## src/rtl/bfsp_pkg.sv

```systemverilog
package bfsp_pkg;

	// fixed field widths of the stream and configuration ports
	localparam int NODE_BITS     = 4;
	localparam int COST_BITS     = 16;
	localparam int DIST_OUT_BITS = 24;
	localparam int S_TDATA_W     = 32;
	localparam int M_TDATA_W     = 32;
	localparam int M_PAD_W       = M_TDATA_W - DIST_OUT_BITS - 2;
	localparam int CFG_IDX_W     = 1;
	localparam int CFG_DATA_W    = 5;

	// parameter defaults
	localparam int DEF_MAX_NODES   = 16;
	localparam int DEF_MAX_EDGES   = 32;
	localparam int DEF_WEIGHT_BITS = 16;
	localparam int DEF_DIST_BITS   = 24;

	// register indexes
	localparam logic [CFG_IDX_W-1:0] REG_SOURCE_NODE = 1'd0;
	localparam logic [CFG_IDX_W-1:0] REG_NODE_COUNT  = 1'd1;

	// input kinds carried on tuser
	localparam logic FUNC_LOAD  = 1'b0;
	localparam logic FUNC_SOLVE = 1'b1;

	// datapath action selected by a control word
	typedef enum logic [2:0] {
		ACT_WAIT,
		ACT_INIT,
		ACT_FETCH,
		ACT_READ,
		ACT_RELAX,
		ACT_TREAD,
		ACT_REPORT,
		ACT_NOP
	} act_t;

	// jump condition of a control word
	typedef enum logic [2:0] {
		C_NONE,
		C_ALWAYS,
		C_NOT_SOLVE,
		C_NO_WORK,
		C_MORE,
		C_OUT_BUSY
	} cond_t;

	typedef logic [2:0] upc_t;

	typedef struct packed {
		act_t  act;
		cond_t cond;
		upc_t  target;
	} uword_t;

	// step addresses
	localparam upc_t UPC_WAIT  = 3'd0;
	localparam upc_t UPC_INIT  = 3'd1;
	localparam upc_t UPC_FETCH = 3'd2;
	localparam upc_t UPC_READ  = 3'd3;
	localparam upc_t UPC_RELAX = 3'd4;
	localparam upc_t UPC_TREAD = 3'd5;
	localparam upc_t UPC_RPT   = 3'd6;
	localparam upc_t UPC_BACK  = 3'd7;

	// control program: jump to target when the condition holds, else next step
	function automatic uword_t ucode_rom(input upc_t pc);
		uword_t w;
		case (pc)
			UPC_WAIT:  w = '{act: ACT_WAIT,   cond: C_NOT_SOLVE, target: UPC_WAIT};
			UPC_INIT:  w = '{act: ACT_INIT,   cond: C_NO_WORK,   target: UPC_TREAD};
			UPC_FETCH: w = '{act: ACT_FETCH,  cond: C_NONE,      target: UPC_WAIT};
			UPC_READ:  w = '{act: ACT_READ,   cond: C_NONE,      target: UPC_WAIT};
			UPC_RELAX: w = '{act: ACT_RELAX,  cond: C_MORE,      target: UPC_FETCH};
			UPC_TREAD: w = '{act: ACT_TREAD,  cond: C_NONE,      target: UPC_WAIT};
			UPC_RPT:   w = '{act: ACT_REPORT, cond: C_OUT_BUSY,  target: UPC_RPT};
			UPC_BACK:  w = '{act: ACT_NOP,    cond: C_ALWAYS,    target: UPC_WAIT};
			default:   w = '{act: ACT_NOP,    cond: C_ALWAYS,    target: UPC_WAIT};
		endcase
		return w;
	endfunction

endpackage

```

## src/rtl/bellman_ford_shortest_path.sv

```systemverilog
// channel   dir  handshake          payload
// s_*       in   s_tvalid/s_tready   tuser: func; tdata: edge_from, edge_to, edge_cost, target_node
// m_*       out  m_tvalid/m_tready   tuser: is_load_ack; tdata: distance, reached, load_dropped
// cfg_*     in   cfg_we              cfg_idx selects register, cfg_wdata is the value
//
// a load transaction is answered through the output register
// a solve relaxes every loaded edge in each of nodes - 1 passes, nodes being node_count held to
// 1..MAX_NODES; each relaxation runs fetch, node read and update over the edge and distance
// memories
// a solve holds s_tready low; a finished answer waits in the output register for m_tready
// reset clears the edge count, the reached bits and the sequencer, registers to their defaults
module bellman_ford_shortest_path #(
	parameter int MAX_NODES   = bfsp_pkg::DEF_MAX_NODES,
	parameter int MAX_EDGES   = bfsp_pkg::DEF_MAX_EDGES,
	parameter int WEIGHT_BITS = bfsp_pkg::DEF_WEIGHT_BITS,
	parameter int DIST_BITS   = bfsp_pkg::DEF_DIST_BITS
) (
	input  logic                             clk,
	input  logic                             arst_n,
	input  logic                             s_tvalid,
	output logic                             s_tready,
	// edge_from, edge_to, edge_cost, target_node, zero pad
	input  logic [bfsp_pkg::S_TDATA_W-1:0]   s_tdata,
	// func
	input  logic                             s_tuser,
	output logic                             m_tvalid,
	input  logic                             m_tready,
	// distance, reached, load_dropped, zero pad
	output logic [bfsp_pkg::M_TDATA_W-1:0]   m_tdata,
	// is_load_ack
	output logic                             m_tuser,
	input  logic                             cfg_we,
	input  logic [bfsp_pkg::CFG_IDX_W-1:0]   cfg_idx,
	input  logic [bfsp_pkg::CFG_DATA_W-1:0]  cfg_wdata
);
	import bfsp_pkg::*;

	localparam int NIW = $clog2(MAX_NODES);
	localparam int CW  = $clog2(MAX_NODES + 1);
	localparam int KW  = (CW > CFG_DATA_W) ? CW : CFG_DATA_W;
	localparam int EIW = (MAX_EDGES > 1) ? $clog2(MAX_EDGES) : 1;
	localparam int LW  = $clog2(MAX_EDGES + 1);
	localparam int SW  = ((DIST_BITS > WEIGHT_BITS) ? DIST_BITS : WEIGHT_BITS) + 1;
	localparam logic [DIST_BITS-1:0] DIST_MAX = {DIST_BITS{1'b1}};

	// input fields
	logic                   in_func;
	logic [NODE_BITS-1:0]   in_from;
	logic [NODE_BITS-1:0]   in_to;
	logic [COST_BITS-1:0]   in_cost;
	logic [NODE_BITS-1:0]   in_target;

	assign in_func   = s_tuser;
	assign in_from   = s_tdata[NODE_BITS-1:0];
	assign in_to     = s_tdata[2*NODE_BITS-1:NODE_BITS];
	assign in_cost   = s_tdata[2*NODE_BITS+COST_BITS-1:2*NODE_BITS];
	assign in_target = s_tdata[3*NODE_BITS+COST_BITS-1:2*NODE_BITS+COST_BITS];

	// control and configuration state
	upc_t                    upc_q;
	logic [NODE_BITS-1:0]    src_q;
	logic [CFG_DATA_W-1:0]   ncount_q;
	logic [LW-1:0]           edges_loaded_q;
	logic [EIW-1:0]          e_q;
	logic [CW-1:0]           pass_q;
	logic [MAX_NODES-1:0]    seen_q;
	logic                    m_valid_q;

	// payload registers and memories
	logic [NODE_BITS-1:0]    origin_mem [MAX_EDGES];
	logic [NODE_BITS-1:0]    dest_mem   [MAX_EDGES];
	logic [WEIGHT_BITS-1:0]  weight_mem [MAX_EDGES];
	logic [DIST_BITS-1:0]    dist_mem   [MAX_NODES];
	logic [NODE_BITS-1:0]    eo_q;
	logic [NODE_BITS-1:0]    ed_q;
	logic [WEIGHT_BITS-1:0]  ew_q;
	logic [DIST_BITS-1:0]    da_q;
	logic [DIST_BITS-1:0]    db_q;
	logic [NODE_BITS-1:0]    target_q;
	logic [M_TDATA_W-1:0]    m_data_q;
	logic                    m_user_q;

	uword_t uw;
	assign uw = ucode_rom(upc_q);

	// nodes in use, clamped to one and to capacity
	logic [KW-1:0] nodes_k;
	always_comb begin
		if (ncount_q == '0) begin
			nodes_k = KW'(1);
		end else if (KW'(ncount_q) > KW'(MAX_NODES)) begin
			nodes_k = KW'(MAX_NODES);
		end else begin
			nodes_k = KW'(ncount_q);
		end
	end

	// handshake
	logic out_free, s_acc, table_full;
	assign out_free   = !m_valid_q || m_tready;
	assign s_tready   = (uw.act == ACT_WAIT) && out_free;
	assign s_acc      = s_tvalid && s_tready;
	assign table_full = (edges_loaded_q == LW'(MAX_EDGES));

	// relaxation of the fetched edge
	logic                  a_in, b_in, src_in, tgt_hit, edge_ok, upd;
	logic [SW-1:0]         sum;
	logic [DIST_BITS-1:0]  sum_sat;
	assign a_in    = KW'(eo_q) < nodes_k;
	assign b_in    = KW'(ed_q) < nodes_k;
	assign src_in  = KW'(src_q) < nodes_k;
	assign tgt_hit = (KW'(target_q) < nodes_k) && seen_q[NIW'(target_q)];
	assign edge_ok = a_in && b_in && seen_q[NIW'(eo_q)];
	assign sum     = SW'(da_q) + SW'(ew_q);
	assign sum_sat = (sum > SW'(DIST_MAX)) ? DIST_MAX : DIST_BITS'(sum);
	assign upd     = edge_ok && (!seen_q[NIW'(ed_q)] || sum_sat < db_q);

	// end of the edge list and of the passes
	logic last_edge, last_pass, no_work;
	assign last_edge = (LW'(e_q) + LW'(1)) == edges_loaded_q;
	assign last_pass = KW'(pass_q) == (nodes_k - KW'(2));
	assign no_work   = (nodes_k == KW'(1)) || (edges_loaded_q == '0);

	// jump condition
	logic cond_hit;
	always_comb begin
		case (uw.cond)
			C_NONE:      cond_hit = 1'b0;
			C_ALWAYS:    cond_hit = 1'b1;
			C_NOT_SOLVE: cond_hit = !(s_acc && in_func == FUNC_SOLVE);
			C_NO_WORK:   cond_hit = no_work;
			C_MORE:      cond_hit = !(last_edge && last_pass);
			C_OUT_BUSY:  cond_hit = !out_free;
			default:     cond_hit = 1'b1;
		endcase
	end

	// distance memory write port
	logic                  dist_we;
	logic [NIW-1:0]        dist_wa;
	logic [DIST_BITS-1:0]  dist_wd;
	always_comb begin
		dist_we = 1'b0;
		dist_wa = NIW'(ed_q);
		dist_wd = sum_sat;
		if (uw.act == ACT_INIT) begin
			dist_we = src_in;
			dist_wa = NIW'(src_q);
			dist_wd = '0;
		end else if (uw.act == ACT_RELAX) begin
			dist_we = upd;
		end
	end

	// sequencer, counters, reached bits, output valid, registers
	always_ff @(posedge clk or negedge arst_n) begin
		if (!arst_n) begin
			upc_q          <= UPC_WAIT;
			src_q          <= '0;
			ncount_q       <= CFG_DATA_W'(16);
			edges_loaded_q <= '0;
			e_q            <= '0;
			pass_q         <= '0;
			seen_q         <= '0;
			m_valid_q      <= 1'b0;
		end else begin
			upc_q <= cond_hit ? uw.target : upc_t'(upc_q + 3'd1);
			if (cfg_we) begin
				case (cfg_idx)
					REG_SOURCE_NODE: src_q    <= cfg_wdata[NODE_BITS-1:0];
					REG_NODE_COUNT:  ncount_q <= cfg_wdata;
					default: ;
				endcase
			end
			if (m_valid_q && m_tready) begin
				m_valid_q <= 1'b0;
			end
			case (uw.act)
				ACT_WAIT: begin
					if (s_acc) begin
						if (in_func == FUNC_LOAD) begin
							m_valid_q <= 1'b1;
							if (!table_full) begin
								edges_loaded_q <= edges_loaded_q + LW'(1);
							end
						end
					end
				end
				ACT_INIT: begin
					e_q    <= '0;
					pass_q <= '0;
					seen_q <= '0;
					if (src_in) begin
						seen_q[NIW'(src_q)] <= 1'b1;
					end
				end
				ACT_RELAX: begin
					if (upd) begin
						seen_q[NIW'(ed_q)] <= 1'b1;
					end
					if (last_edge) begin
						e_q    <= '0;
						pass_q <= pass_q + CW'(1);
					end else begin
						e_q <= e_q + EIW'(1);
					end
				end
				ACT_REPORT: begin
					if (out_free) begin
						m_valid_q      <= 1'b1;
						edges_loaded_q <= '0;
					end
				end
				default: ;
			endcase
		end
	end

	// edge table, node distances and result payload
	always_ff @(posedge clk) begin
		if (uw.act == ACT_WAIT && s_acc) begin
			target_q <= in_target;
			if (in_func == FUNC_LOAD) begin
				m_data_q <= {M_PAD_W'(0), !table_full ? 1'b0 : 1'b1, 1'b0,
					DIST_OUT_BITS'(0)};
				m_user_q <= 1'b1;
				if (!table_full) begin
					origin_mem[EIW'(edges_loaded_q)] <= in_from;
					dest_mem[EIW'(edges_loaded_q)]   <= in_to;
					weight_mem[EIW'(edges_loaded_q)] <= WEIGHT_BITS'(in_cost);
				end
			end
		end
		if (uw.act == ACT_FETCH) begin
			eo_q <= origin_mem[e_q];
			ed_q <= dest_mem[e_q];
			ew_q <= weight_mem[e_q];
		end
		if (uw.act == ACT_READ) begin
			da_q <= dist_mem[NIW'(eo_q)];
			db_q <= dist_mem[NIW'(ed_q)];
		end
		if (uw.act == ACT_TREAD) begin
			da_q <= dist_mem[NIW'(target_q)];
		end
		if (dist_we) begin
			dist_mem[dist_wa] <= dist_wd;
		end
		if (uw.act == ACT_REPORT && out_free) begin
			m_data_q <= {M_PAD_W'(0), 1'b0, tgt_hit,
				tgt_hit ? DIST_OUT_BITS'(da_q) : DIST_OUT_BITS'(0)};
			m_user_q <= 1'b0;
		end
	end

	assign m_tvalid = m_valid_q;
	assign m_tdata  = m_data_q;
	assign m_tuser  = m_user_q;

	// edge count stays within capacity
	a_edges_cap: assert property (@(posedge clk) disable iff (!arst_n)
		edges_loaded_q <= LW'(MAX_EDGES))
		else $error("edge count beyond capacity");

	// a fetched edge lies inside the loaded part of the table
	a_fetch_range: assert property (@(posedge clk) disable iff (!arst_n)
		(upc_q == UPC_FETCH) |-> (LW'(e_q) < edges_loaded_q))
		else $error("edge fetch past loaded edges");

	// an accepted solve starts the init step
	a_solve_init: assert property (@(posedge clk) disable iff (!arst_n)
		(s_acc && in_func == FUNC_SOLVE) |=> (upc_q == UPC_INIT))
		else $error("solve did not enter init");

	// a solve answer placed in the output register empties the edge table
	a_report_clear: assert property (@(posedge clk) disable iff (!arst_n)
		(uw.act == ACT_REPORT && out_free) |=> (edges_loaded_q == '0) && m_valid_q)
		else $error("report did not clear edge table");

endmodule

```

## config.mk

```make
export PLATFORM = sky130hd
export DESIGN_NAME = bellman_ford_shortest_path
export DESIGN_NICKNAME = d
export VERILOG_FILES = /design/src/rtl/bfsp_pkg.sv /design/src/rtl/bellman_ford_shortest_path.sv
export SDC_FILE = /design/constraint.sdc
export NUM_CORES = 2
export LEC_CHECK = 0
export BUFFER_PORTS_ARGS = -buffer_cell sky130_fd_sc_hd__buf_2
export CORE_UTILIZATION = 46
export DETAILED_ROUTE_END_ITERATION = 16
export PLACE_DENSITY_LB_ADDON = 0.05
export SYNTH_ARGS = -nofsm -noshare
export SYNTH_HDL_FRONTEND = slang
export SYNTH_SLANG_ARGS = --single-unit
```

## constraint.sdc

```tcl
create_clock -name clk -period 7.9 [get_ports clk]
set_input_delay 1.58 -clock clk [delete_from_list [all_inputs] [get_ports clk]]
set_output_delay 1.58 -clock clk [all_outputs]
set_load 0.03 [all_outputs]
```

==> results.toml <==
[layout]
fillCellCount = 9854
multiInputGateArea_um2 = 18900
nets = 3073
register_area_um2 = 38900
layout_common_cells = "1253 x sky130_fd_sc_hd__edfxtp_1, 614 x sky130_fd_sc_hd__mux4_2, 143 x sky130_fd_sc_hd__clkbuf_16"
final_layout_size_suffix_gt1_frac = 0.358
final-instance-count-excl-fill = 4729
flow.area_growth_from_synthesis_pct = 12.9
postLayoutCellArea_um2 = 65700
final_common_cell = "sky130_fd_sc_hd__edfxtp_1"

[floorplan]
std_cell_rows = 130
floorplan.io_pins = 79
die_x_um = 358
floorplan.die.height_um = 358
die_area_um2 = 128000
start_util = 0.464
core-area_um2 = 126000

[timing]
final-hold-violation-count = 0
maxClockFrequency_mhz = 150
setup_skew_after_layout_ns = 0.0299
maxSlewHeadroom = 0.190
setup_tns_ns = 0
final_report_setup_violation_count = 0
worst_pin_slew_ns = 1.22
number_of_slew_limit_violations_in_the_final_report = 0
final_cycle_utilization_of_the_critical_path = 0.845
timing.final.crit_period_ns = 6.68
grt_setup_unrepaired = "no"
final_critical_path_setup_slack_ns = 1.22
worst_hold_slack_ns = 0.515

[clocking]
post_cts.resized_instances = 0
htreeDepth = 4
cts_root_buf = "sky130_fd_sc_hd__clkbuf_16"
cts_tree = "done"
ctsLongestPathBuffers = 3
postCtsSetupRepairBufs = 0
cts_inserted_buffers = 141
clock_sink_count = 1304
clk_pin_slew_ns = 0.06
skew_pair_late_insertion_delay_ns = 0.79
ctsHoldBuffers = 0

[synthesis]
dominantRegCellSynth = "sky130_fd_sc_hd__edfxtp_1"
synth.lib_cells_used.distinct = 71
synth_enable_flop_cells = 1253
postSynth.asyncResetShare = 0.0345
post_synth_xor_area_fraction = 0.00466
synth.yosys.seq_area_share = 0.668
synthesized_cell_area_um2 = 58200
post_synthesis_cell_count = 2845
yosys_warnings = 0
postSynthRegisterBits = 1304
post_synth_and_or_nand_nor_area_fraction = 0.0322
synth_top_family_by_area = "multiplexers"
synth_adder_area_share = 0.0139
synth-compound-area-share = 0.0191
post_synth.cell_area_avg_um2 = 20.5
synth.area.mux_share = 0.246

[placement]
placed_cells_incl_taps = 4472
io_buffers = 68
placed_cell_area_um2 = 61100
gp_routability_congestion = 0.847
placed_wire_length_estimate_after_detailed_placement_um = 92400
dpl_worst_slack_ns = 1.26

[worst_hold_path]
timing.hold.worst.class = "flop to flop"

[run_status]
outcome = "completed"

[global_routing]
grt_overflow_total = 0
antenna_found_initial = 10
grt_start_max_net_pins = 124
grt_pass1_wl_um = 229000
grt_pass1_vias = 31300
groute.usage.overall = 0.255

[power_and_ir_drop]
powerDensity_nw_per_um2 = 217
power.leakage_nw = 20.7
power.ir.vdd_worst_v = 0.000262

[worst_setup_path]
criticalPathCategory = "flop to flop"
worst_ep_required_time_ns = 8.31
crit_path_max_fanout = 24
setup.worst_path.start_class = "flop"
arrival_ns = 7.09
kind_of_end_point_of_the_critical_path = "flop"

[detailed_routing]
finalWirelength_um = 159000
route.vias.total = 29900
antenna_violating_nets_post_route = 0
drt_drc_violations_left = 0
routed_via_density = 6.33
wl_per_cell_um = 33.6
drt_pre_antenna_iters = 5
dr.first_iter.drc_count = 2973

[run]
timing.max_cap.violations = 0
-- final timing paths --
path	from	endpoint	slack (ns)	depth (start not counted)
worst max-delay path	da_q[0]$_DFFE_PP_	dist_mem[13][10]$_DFFE_PP_	1.22	18
worst min register to register	ncount_q[0]$_DFFE_PN0P_	ncount_q[0]$_DFFE_PN0P_	0.52	1
min in group asynchronous	arst_n	src_q[3]$_DFFE_PN0P_	1.01	1
max in group asynchronous	arst_n	e_q[0]$_DFFE_PN0P_	6.09	1
worst min-delay path	ncount_q[0]$_DFFE_PN0P_	ncount_q[0]$_DFFE_PN0P_	0.52	1
worst max register to register	da_q[0]$_DFFE_PP_	dist_mem[13][10]$_DFFE_PP_	1.22	18
-- critical path, stage by stage, from the launching register on --
cell	delay, ns
sky130_fd_sc_hd__edfxtp_1	0.49
sky130_fd_sc_hd__ha_1	0.27
sky130_fd_sc_hd__inv_1	0.07
sky130_fd_sc_hd__fa_1	0.40
sky130_fd_sc_hd__nand2b_1	0.19
sky130_fd_sc_hd__a21o_1	0.19
sky130_fd_sc_hd__a21bo_2	0.24
sky130_fd_sc_hd__a31o_2	0.31
sky130_fd_sc_hd__or2_2	0.52
sky130_fd_sc_hd__nand2_1	0.14
sky130_fd_sc_hd__mux2_4	0.16
sky130_fd_sc_hd__ha_1	0.14
sky130_fd_sc_hd__nand4_1	0.15
sky130_fd_sc_hd__nor3_1	0.61
sky130_fd_sc_hd__o2111ai_1	0.37
sky130_fd_sc_hd__a21oi_1	0.59
sky130_fd_sc_hd__or2_1	0.86
sky130_fd_sc_hd__o32ai_4	0.16
sky130_fd_sc_hd__buf_4	0.38
-- registers in the layout (all words and copies together) (netlist names), 6 cells and up, named ones only --
signal / count
weight_mem: 512
origin_mem: 128
dest_mem: 128
da_q: 24
db_q: 24
edges_loaded_q: 6
ew_q: 16
dist_mem: 384
m_tdata: 26
seen_q: 16
-- routing by layer --
metal	part of all wire	GRT usage	vias to the layer above
li1	-	-	12300
met1	0.40	0.344	16300
met2	0.51	0.428	1087
met3	0.059	0.0417	254
met4	0.028	0.0802	8
met5	0.00029	0	-
-- Yosys cell counts (6+ instances only) --
| cell | count | area (um^2) |
|---|---|---|
| sky130_fd_sc_hd__a21o_1 | 10 | 75.1 |
| sky130_fd_sc_hd__a21oi_1 | 36 | 180 |
| sky130_fd_sc_hd__a2bb2oi_1 | 12 | 105 |
| sky130_fd_sc_hd__and2_1 | 43 | 269 |
| sky130_fd_sc_hd__buf_1 | 22 | 82.6 |
| sky130_fd_sc_hd__buf_2 | 35 | 175 |
| sky130_fd_sc_hd__buf_4 | 8 | 60.1 |
| sky130_fd_sc_hd__clkbuf_1 | 113 | 424 |
| sky130_fd_sc_hd__dfrtp_1 | 44 | 1100 |
| sky130_fd_sc_hd__dfxtp_1 | 6 | 120 |
| sky130_fd_sc_hd__edfxtp_1 | 1253 | 37600 |
| sky130_fd_sc_hd__ha_1 | 63 | 788 |
| sky130_fd_sc_hd__inv_1 | 42 | 158 |
| sky130_fd_sc_hd__mux2_2 | 38 | 428 |
| sky130_fd_sc_hd__mux4_2 | 614 | 13800 |
| sky130_fd_sc_hd__nand2_1 | 140 | 526 |
| sky130_fd_sc_hd__nand2b_1 | 22 | 138 |
| sky130_fd_sc_hd__nand3_1 | 21 | 105 |
| sky130_fd_sc_hd__nand4_1 | 10 | 62.6 |
| sky130_fd_sc_hd__nor2_1 | 92 | 345 |
| sky130_fd_sc_hd__nor2b_1 | 10 | 62.6 |
| sky130_fd_sc_hd__nor3_1 | 16 | 80.1 |
| sky130_fd_sc_hd__o211ai_1 | 6 | 45.0 |
| sky130_fd_sc_hd__o21ai_0 | 43 | 215 |
| sky130_fd_sc_hd__o31ai_1 | 11 | 82.6 |
| sky130_fd_sc_hd__o32ai_1 | 6 | 52.6 |
| sky130_fd_sc_hd__or2_2 | 11 | 68.8 |
| sky130_fd_sc_hd__or3_1 | 8 | 50.1 |
| sky130_fd_sc_hd__xnor2_1 | 17 | 149 |
| sky130_fd_sc_hd__xor2_1 | 14 | 123 |
-- report_power, final --
group | internal (mW) | switching (mW)
sequential | 7.54 | 0.0112
combinational | 0.0405 | 0.114
clock | 3.78 | 2.81
-- through the flow --
step                      utilization  power (mW)
after floorplan                     -        7.75
after global placement          0.487        7.84
after detailed placement        0.487        7.85
after CTS                       0.523        14.4
after global routing            0.524        14.7
final                           0.524        14.3
-- logic make-up after synthesis --
kind of cell	Yosys count
other	1
xor gates and xnor gates	31
and+or+nand+nor	395
muxes	658
buffers and inverters	224
AOI/OAI and AO/OA	168
DFF	1304
adders and majority gates	64
-- final cells by class --
cell class	instances	area share
Timing Repair Buffer	153	0.0156
Tap cell	1650	0.0314
Clock inverter	96	0.0152
Antenna cell	1	0.0000381
Inverter	43	0.00246
Multi-Input combinational cell	1322	0.288
Sequential cell	1304	0.592
Clock buffer	160	0.0554
Note: power is estimated with default switching activity, not from simulation.
